===== src/rtl/xds_pkg.sv =====
// xds_pkg: shared types, sizes and codes of the xor distance shortlist
// no dependencies; used by every other file of the block

package xds_pkg;

    localparam int LIST_DEPTH = 64;
    localparam int ID_BYTES   = 20;
    localparam int IDX_W      = $clog2(LIST_DEPTH);
    localparam int CNT_W      = $clog2(LIST_DEPTH + 1);
    localparam int ID_W       = 160;
    localparam int ID_KEEP    = (ID_BYTES * 8 > ID_W) ? ID_W : ID_BYTES * 8;
    localparam logic [ID_W-1:0] ID_MASK = {ID_W{1'b1}} << (ID_W - ID_KEEP);

    localparam int CFG_IDX_W = 8;
    localparam logic [7:0] HOP_LIMIT_RESET = 8'd48;
    localparam logic [6:0] TOP_COUNT_RESET = 7'd20;

    typedef enum logic [CFG_IDX_W-1:0] {
        REG_TARGET_HIGH   = 8'd0,
        REG_TARGET_MIDDLE = 8'd1,
        REG_TARGET_LOW    = 8'd2,
        REG_OWN_FAMILY    = 8'd3,
        REG_HOP_LIMIT     = 8'd4,
        REG_TOP_COUNT     = 8'd5
    } reg_idx_t;

    typedef enum logic [1:0] {
        MODE_INSERT   = 2'd0,
        MODE_PICK     = 2'd1,
        MODE_COMPLETE = 2'd2,
        MODE_CLEAR    = 2'd3
    } mode_t;

    typedef enum logic [3:0] {
        ST_INSERTED      = 4'd0,
        ST_PRESENT       = 4'd1,
        ST_WRONG_FAMILY  = 4'd2,
        ST_REJECTED_FULL = 4'd3,
        ST_PICKED        = 4'd4,
        ST_NONE_FRESH    = 4'd5,
        ST_BUSY          = 4'd6,
        ST_COMPLETED     = 4'd7,
        ST_NONE_PENDING  = 4'd8,
        ST_CLEARED       = 4'd9
    } status_t;

    typedef enum logic [1:0] {
        PROBE_FRESH     = 2'd0,
        PROBE_INFLIGHT  = 2'd1,
        PROBE_RESPONDED = 2'd2,
        PROBE_FAILED    = 2'd3
    } probe_t;

    typedef struct packed {
        logic [31:0] id_high;
        logic [63:0] id_middle;
        logic [63:0] id_low;
        logic [63:0] addr_high;
        logic [63:0] addr_low;
        logic [15:0] port;
        logic        has_id;
        probe_t      pstate;
    } slot_t;

endpackage


===== src/rtl/xds_dist_cmp.sv =====
// xds_dist_cmp: shared xor distance comparator, true when a sorts strictly before b
// depends on xds_pkg

module xds_dist_cmp (
    input  logic [xds_pkg::ID_W-1:0] target,
    input  xds_pkg::slot_t           a,
    input  xds_pkg::slot_t           b,
    output logic                     a_less
);

    logic [xds_pkg::ID_W-1:0] da;
    logic [xds_pkg::ID_W-1:0] db;

    always_comb
    begin
        da = ({a.id_high, a.id_middle, a.id_low} ^ target) & xds_pkg::ID_MASK;
        db = ({b.id_high, b.id_middle, b.id_low} ^ target) & xds_pkg::ID_MASK;
        // entries without an id sort after all entries with one
        if (a.has_id && !b.has_id)
        begin
            a_less = 1'b1;
        end
        else if (!a.has_id || !b.has_id)
        begin
            a_less = 1'b0;
        end
        else
        begin
            a_less = da < db;
        end
    end

endmodule


===== config.mk =====
export PLATFORM = sky130hd
export DESIGN_NAME = xds_dist_cmp
export DESIGN_NICKNAME = d
export VERILOG_FILES = /design/src/rtl/xds_pkg.sv /design/src/rtl/xds_dist_cmp.sv
export SDC_FILE = /design/constraint.sdc
export NUM_CORES = 1
export LEC_CHECK = 0
export ABC_AREA = 1
export BUFFER_PORTS_ARGS = -buffer_cell sky130_fd_sc_hd__buf_4
export CORE_AREA = 4 4 300 302
export DETAILED_ROUTE_END_ITERATION = 10
export DIE_AREA = 0 0 304 306
export GPL_ROUTABILITY_DRIVEN = 0
export MAX_ROUTING_LAYER = met4
export SLEW_MARGIN = 40
export SYNTH_ARGS = -nofsm -noshare
export SYNTH_HDL_FRONTEND = slang
export SYNTH_SLANG_ARGS = --single-unit

===== constraint.sdc =====
create_clock -name vclk -period 2.12
set_input_delay 0.212 -clock vclk [all_inputs]
set_output_delay 0.212 -clock vclk [all_outputs]
set_load 0.01 [all_outputs]

==> results_dict.tcl, run 1 <==
set metrics [dict create \
    final_util_pct 13.9 \
    clkbuf_count 0 \
    crit_arrival_ns 2.31 \
    cp.required_ns 1.91 \
    ios 775 \
    finalCriticalPeriod_ns 2.53 \
    grt_use_met2_pct 13.3 \
    cp_max_fo 2 \
    met3_usage_pct 1.50 \
    die_w_um 304 \
    slew_viol_final 0 \
    syn_nets 1793 \
    nNetsFinal 2319 \
    grt_pass1_wl_um 50200 \
    p_per_area_nw_per_um2 267 \
    area_delta_synth_final_pct 86.7 \
    yosysTopAreaCell "ha_1" \
    total_leakage_power_nw 5.76 \
    dpl.cell_count 2549 \
    max_cap_violations 0 \
    hold_end "a_less" \
    drt_iter0_markers 169 \
    max_freq_mhz 396 \
    synth_adder_area_share_pct 30.5 \
    crit_path_cell_trace "buf_4 -> xor2_1 -> buf_4 -> ha_1 -> nand2_1 -> nor2_1 -> nor2_2 -> nand2_1 -> nand2_1 -> nand2_1 -> a21oi_1 -> buf_4 -> nand3_1 -> nor2_2 -> nand3_4 -> nand2_4 -> buf_6" \
    ir_drop_mv 0.141 \
    drtAntennaViolNets 0 \
    grt_max_degree 4 \
    final-setup-viol-count 1 \
    maxSlewHeadroom_pct 61.4 \
    synth_area_leaders "ha_1, xnor2_1, xor2_1, nand2_1, a21oi_1" \
    critPathTopFamily "simple AND/OR/NAND/NOR gates" \
    synth_cells 860 \
    min_from "a[2]" \
    placed_area_um2 12000 \
    ys_warn_count 0 \
    syn_area_um2 6530 \
    final.period_utilization_pct 119 \
    holdPathStages 4 \
    rsz0062_at_grt "true" \
    core_area_um2 87700 \
    gr-usage-met1_pct 8.76 \
    layout_commonest_cell "buf_4" \
    num_vias 7641 \
    die_y_um 306 \
    synthXorXnorAreaFrac_pct 42.6 \
    synthMuxAreaShare_pct 0 \
    synth_top_family_by_area "XOR/XNOR gates" \
    die_area_um2 93000 \
    finalHoldViolations 0 \
    grt_usage_pct 7.47 \
    final_cells 2551 \
    yosys.area_share.simple_pct 16.3 \
    register_area_um2 0 \
    route.detailed.drc 0 \
    critPathKind "in2out" \
    dp_hpwl_um 34300 \
    wl_per_cell_um 14.0 \
    cp.buffers_inverters 4 \
    initial_core_util_pct 7.45 \
    fin_area_um2 12200 \
    drt-pass1-iter-count 4 \
    slowest_stage "ha_1" \
    yosysSeqAreaShare_pct 0 \
    final_cell_mix "buf_4, xnor2_1, xor2_1, ha_1, nand2_1" \
    seq_cells 0 \
    cp-start-kind "primary input" \
    finalPower_mw 3.26 \
    wl_um 35700 \
    slowest_delay_ns 0.30 \
    numPortBuffers 483 \
    top_usage_layer "met2" \
    vias_per_cell 3.00 \
    synth_top_area_share_pct 30.5 \
    synth_area_per_cell_um2 7.59 \
    setup_slack_ns -0.406 \
    synth_cell_types 29 \
    crit_path_frequent_cell "nand2_1" \
    min_path_type "in2out" \
    antenna_found_initial 2 \
    synth_compound_area_share_pct 8.37 \
    outcome "finished with violations" \
    endpoint_kind "output pin" \
    grt-ovfl-total 0 \
    worst_slew_pin_slew_ns 0.572 \
    nFillCells 10070 \
    grt_pass1_vias 8198 \
    rows 109 \
    layout-drive-gt1-share_pct 41.2 \
    failed_checks "setup timing" \
]
[repair_timing]
action                                 4_1_cts  5_1_grt
buffers inserted                             0        1
hold buffers                                 0        0
pin swaps                                   23       17
setup endpoints to repair                    1        1
resized for setup                           29       14
endpoints found under the hold margin        0        0
[power breakdown]
group	internal, mW	total, mW	leakage, nW	switching [mW]
logic	1.70	3.26	5.76	1.55
registers	0	0	0	0
clock network	0.000000000843	0.000000000856	0.0000133	0
[through the flow]
stage               setup slack (ns)  TNS, ns  hold slack (ns)
finish                        -0.406   -0.406            0.791
global route                  -0.556   -0.556            0.821
CTS                           -0.499   -0.499            0.798
detailed placement             -1.30    -1.30            0.874
global placement               -1.35    -1.35            0.872
floorplan                      0.353        0            0.546
[metal layers]
layer | vias up | part of all wire [%]
li1 | 3914 | -
met1 | 3285 | 42
met2 | 416 | 48
met3 | 26 | 7.0
met4 | 0 | 2.9
met5 | - | 0
[cell families (layout without fill, tap and decap cells)]
kind of cell | count (synthesis) | in the layout
xor gates and xnor gates | 318 | 318
adders and majority gates | 159 | 159
buffers and inverters | 38 | 562
AOI/OAI and AO/OA | 101 | 101
and+or+nand+nor | 244 | 244
other | 0 | 2
[cell usage after synthesis (2+ instances only)]
library cell    n
o21bai_1        3
nand4_1        16
xnor2_1       159
nor2_1         41
nor2_4          3
xor2_1        159
o21ai_0        14
nor4_1          3
nand3_1        10
nand2_1       154
inv_2           2
a21oi_1        69
a21o_1          4
nand2_2         5
o21a_1          7
inv_1          36
nor2_2          5
ha_1          159
[worst max-delay path by stage]
stage,start,to,slack (ns),cells after the start
2_1_floorplan,target[159],a_less,0.35,14
3_3_place_gp,a[215],a_less,-1.35,13
3_5_place_dp,a[215],a_less,-1.30,13
4_1_cts,target[69],a_less,-0.50,13
5_1_grt,target[79],a_less,-0.56,13
6_report,a[282],a_less,-0.41,17
[final cells by class]
class,count,area (µm²),share of cell area (%)
Multi-Input combinational cell,822,6570,53.9
Timing Repair Buffer,524,4020,32.9
Tap cell,1165,1460,12.0
Inverter,38,143,1.17
Antenna cell,2,5.00,0.0411
Power figures use the tool's default switching activity.
==> run 2: changes to the inputs <==
Settings changed: MAX_ROUTING_LAYER met4 to unset, RECOVER_POWER set to 100, SLEW_MARGIN 40 to unset.
==> results_dict.tcl, run 2 (same netlist as run 1, synthesis figures left out) <==
set metrics [dict create \
    rows 109 \
    wl_um 35700 \
    placed_area_um2 12000 \
    maxSlewHeadroom_pct 61.5 \
    failed_checks "setup timing" \
    final_cell_mix "buf_4, xnor2_1, xor2_1, ha_1, nand2_1" \
    ir_drop_mv 0.143 \
    dp_slack_ns -1.30 \
    finalPower_mw 3.27 \
    die_w_um 304 \
    clkbuf_count 0 \
    area_delta_synth_final_pct 86.6 \
    endpoint_kind "output pin" \
    rsz0062_at_grt "true" \
    p_switching_mw 1.57 \
    drt-pass1-iter-count 4 \
    grt_pass1_wl_um 50300 \
    route.detailed.drc 0 \
    final.period_utilization_pct 120 \
    vias_per_cell 2.99 \
    numPortBuffers 483 \
    finalHoldViolations 0 \
    grt_max_degree 4 \
    worst_slew_pin_slew_ns 0.571 \
    cp-start-kind "primary input" \
    final-setup-viol-count 1 \
    drt_iter0_markers 171 \
    die_y_um 306 \
    n_antenna_cell 0 \
    antenna_found_initial 2 \
    register_area_um2 0 \
    grt_pass1_vias 8163 \
    die_area_um2 93000 \
    nNetsFinal 2319 \
    pwr-share-comb_pct 100.0 \
    max_cap_violations 0 \
    max_freq_mhz 393 \
    setup_slack_ns -0.427 \
    min_path_type "in2out" \
    core_area_um2 87700 \
    outcome "finished with violations" \
    final_util_pct 13.9 \
    whs_ns 0.795 \
    seq_power_share_pct 0 \
    slew_viol_final 0 \
    total_leakage_power_nw 5.76 \
    cp.required_ns 1.91 \
    clkPwrFrac_pct 0 \
    finalCriticalPeriod_ns 2.55 \
    initial_core_util_pct 7.45 \
    p_per_area_nw_per_um2 268 \
    layout_commonest_cell "buf_4" \
    seq_cells 0 \
    crit_arrival_ns 2.33 \
    dp_hpwl_um 34300 \
    wl_per_cell_um 14.0 \
    critPathKind "in2out" \
    grt-ovfl-total 0 \
    num_vias 7634 \
    fin_area_um2 12200 \
    drtAntennaViolNets 0 \
    p_int_mw 1.70 \
    grt_usage_pct 7.26 \
    sw_frac_of_total_pct 47.9 \
    ios 775 \
    cp_max_fo 3 \
    layout-drive-gt1-share_pct 41.2 \
]
-- run 2: changes by cell type in the layout (fill, tap and decap cells not counted), sizes merged --
cell | before | now
diode | 2 | 0
-- run 2: cell type report --
cell class         instances  area [µm²]
fillers                10072       75500
multi-input cells        822        6570
inverters                 38         143
well taps               1165        1460
repair buffers           524        4020
-- run 2: power by group through the flow --
stage	registers, mW	clock network, mW	logic [mW]
after detailed placement	0	0	3.26
final	0	0	3.27
after global routing	0	0	3.70
after global placement	0	0	3.24
after floorplan	0	0	1.50
after CTS	0	0	3.33
-- run 2: path summary, 6_finish.rpt --
kind   start  endpoint  slack (ns)  cells after the start
max   a[282]    a_less       -0.43                     16
min     a[2]    a_less        0.80                      4
-- run 2: metal layers --
layer  global-route usage [%]  vias to the layer above  routed length, µm
met2                     13.3                      410              17000
met5                        0                        -                  7
met4                     1.47                        2               1030
met3                     1.94                       28               3180
li1                         -                     3913                  -
met1                     8.49                     3281              14500
-- run 2: per-stage QoR --
stage | cells | setup TNS [ns]
2_1_floorplan | 860 | 0
3_3_place_gp | 2549 | -1.35
3_5_place_dp | 2549 | -1.30
4_1_cts | 2548 | -0.499
5_1_grt | 2549 | -0.556
6_report | 2549 | -0.427
-- run 2: timing repair --
| item | in CTS | in global routing |
|---|---|---|
| endpoints found under the setup margin | 1 | 1 |
| hold buffers | 0 | 0 |
| gates resized for setup | 29 | 14 |
| pin swaps | 23 | 17 |
| buffers inserted | 0 | 1 |
-- run 2: critical path: stages --
cell	delay (ns)
buf_4	0.11
xor2_1	0.15
buf_4	0.13
ha_1	0.29
nand2_1	0.11
nor2_4	0.19
and2_4	0.17
nand2_4	0.05
nor2_4	0.22
nand2_1	0.08
o21bai_4	0.20
nand3_1	0.09
nor2_2	0.06
nand3_4	0.08
nand2_4	0.07
buf_6	0.12
==> run 3: changes to the inputs <==
Settings changed: PLACE_DENSITY set to 0.3.
==> results_dict.tcl, run 3 (same netlist as run 1, synthesis figures left out) <==
set metrics [dict create \
    max_cap_violations 0 \
    routed.top_layer "met5" \
    seq_cells 0 \
    wl_per_cell_um 15.3 \
    dp_hpwl_um 38000 \
    met3_length_um 3940 \
    wl_met2_um 18100 \
    setup_tns_ns -0.294 \
    die_w_um 304 \
    route.detailed.drc 0 \
    area_delta_synth_final_pct 87.5 \
    register_area_um2 0 \
    final-setup-viol-count 1 \
    total_leakage_power_nw 5.73 \
    p_per_area_nw_per_um2 260 \
    numPortBuffers 483 \
    finalCriticalPeriod_ns 2.41 \
    max_freq_mhz 414 \
    crit_arrival_ns 2.20 \
    cp.required_ns 1.91 \
    grt_usage_pct 7.92 \
    whs_ns 0.774 \
    failed_checks "setup timing" \
    cts_hold_buffers 0 \
    grt_max_degree 4 \
    antenna_found_initial 9 \
    min_path_type "in2out" \
    endpoint_kind "output pin" \
    ir_drop_mv 0.107 \
    drtAntennaViolNets 0 \
    maxSlewHeadroom_pct 80.2 \
    wl_um 39000 \
    nNetsFinal 2312 \
    holdPathStages 4 \
    worst_slew_pin_slew_ns 0.294 \
    grt_pass1_vias 8340 \
    setup_slack_ns -0.294 \
    critPathKind "in2out" \
    vias_per_cell 2.94 \
    ios 775 \
    nFillCells 10141 \
    min_from "a[2]" \
    finalHoldViolations 0 \
    die_area_um2 93000 \
    drt_iter0_markers 177 \
    cp-start-kind "primary input" \
    die_y_um 306 \
    layout-drive-gt1-share_pct 42.1 \
    initial_core_util_pct 7.45 \
    layout_commonest_cell "buf_4" \
    num_vias 7489 \
    rows 109 \
    final.period_utilization_pct 114 \
    rsz0062_at_grt "true" \
    cp_max_fo 3 \
    drt-met1-wl_um 16500 \
    grt-ovfl-total 0 \
    hold_end "a_less" \
    clkbuf_count 0 \
    drt-pass1-iter-count 4 \
    outcome "finished with violations" \
    slew_viol_final 0 \
    final_cell_mix "buf_4, xor2_1, ha_1, xnor2_1, nand2_1" \
    grt_pass1_wl_um 54900 \
    core_area_um2 87700 \
]
-- run 3: cell types whose count changed in the layout (fill, tap and decap cells not counted), moves of 4 or more --
cell,before,now
a21oi_2,2,7
nand2_2,8,14
buf_4,514,503
diode_2,0,4
a21oi_1,66,60
nand2_1,149,143
buf_6,5,11
-- run 3: through the flow --
stage	instances	worst slack (ns)	cell area [µm²]	utilization [%]	power, mW
2_1_floorplan	860	0.353	6530	-	1.50
3_3_place_gp	2541	-1.02	11900	13.6	3.12
3_5_place_dp	2541	-0.972	11900	13.6	3.15
4_1_cts	2540	-0.480	12000	13.7	3.23
5_1_grt	2545	-0.445	12200	14.0	3.64
6_report	2546	-0.294	12200	14.0	3.19
-- run 3: repair_timing --
item	CTS	global route
pin swaps	18	43
endpoints found under the setup margin	1	1
buffers inserted	0	3
resized for setup	30	44
-- run 3: layout make-up --
cell class / instances / area, µm² / share of cell area (%)
timing repair buffer: 517 / 3960 / 32.3
tap: 1165 / 1460 / 11.9
multi-input combinational: 822 / 6680 / 54.5
antenna: 4 / 10.0 / 0.0818
inverter: 38 / 143 / 1.17
-- run 3: per-layer routing --
metal / global-route usage, % / vias up
li1: - / 3898
met1: 9.50 / 3218
met2: 13.6 / 355
met3: 3.31 / 14
met4: 0.902 / 4
met5: 0 / -
-- run 3: how the worst max path moves through the flow --
stage,cells past startpoint,startpoint,slack (ns),to
2_1_floorplan,14,target[159],0.35,a_less
3_3_place_gp,16,a[214],-1.02,a_less
3_5_place_dp,16,a[214],-0.97,a_less
4_1_cts,16,a[214],-0.48,a_less
5_1_grt,13,a[224],-0.44,a_less
6_report,16,a[288],-0.29,a_less
-- run 3: critical path: stages --
cell and delay [ns]:
buf_4 0.12, xor2_1 0.15, ha_1 0.29, buf_4 0.12
nand3_4 0.08, buf_6 0.13, nor2_4 0.16, nand2_4 0.07
nor2_4 0.20, nand2_1 0.08, o21bai_4 0.18, nand3_4 0.09
nor2_4 0.04, nand3_4 0.09, nand2_4 0.06, buf_6 0.12
-- run 3: report_power, final --
part	switching (mW)	internal [mW]	total, mW
Combinational	1.51	1.68	3.19
Clock	0	0.000000256	0.000000256
Sequential	0	0	0
Total	1.51	1.68	3.19
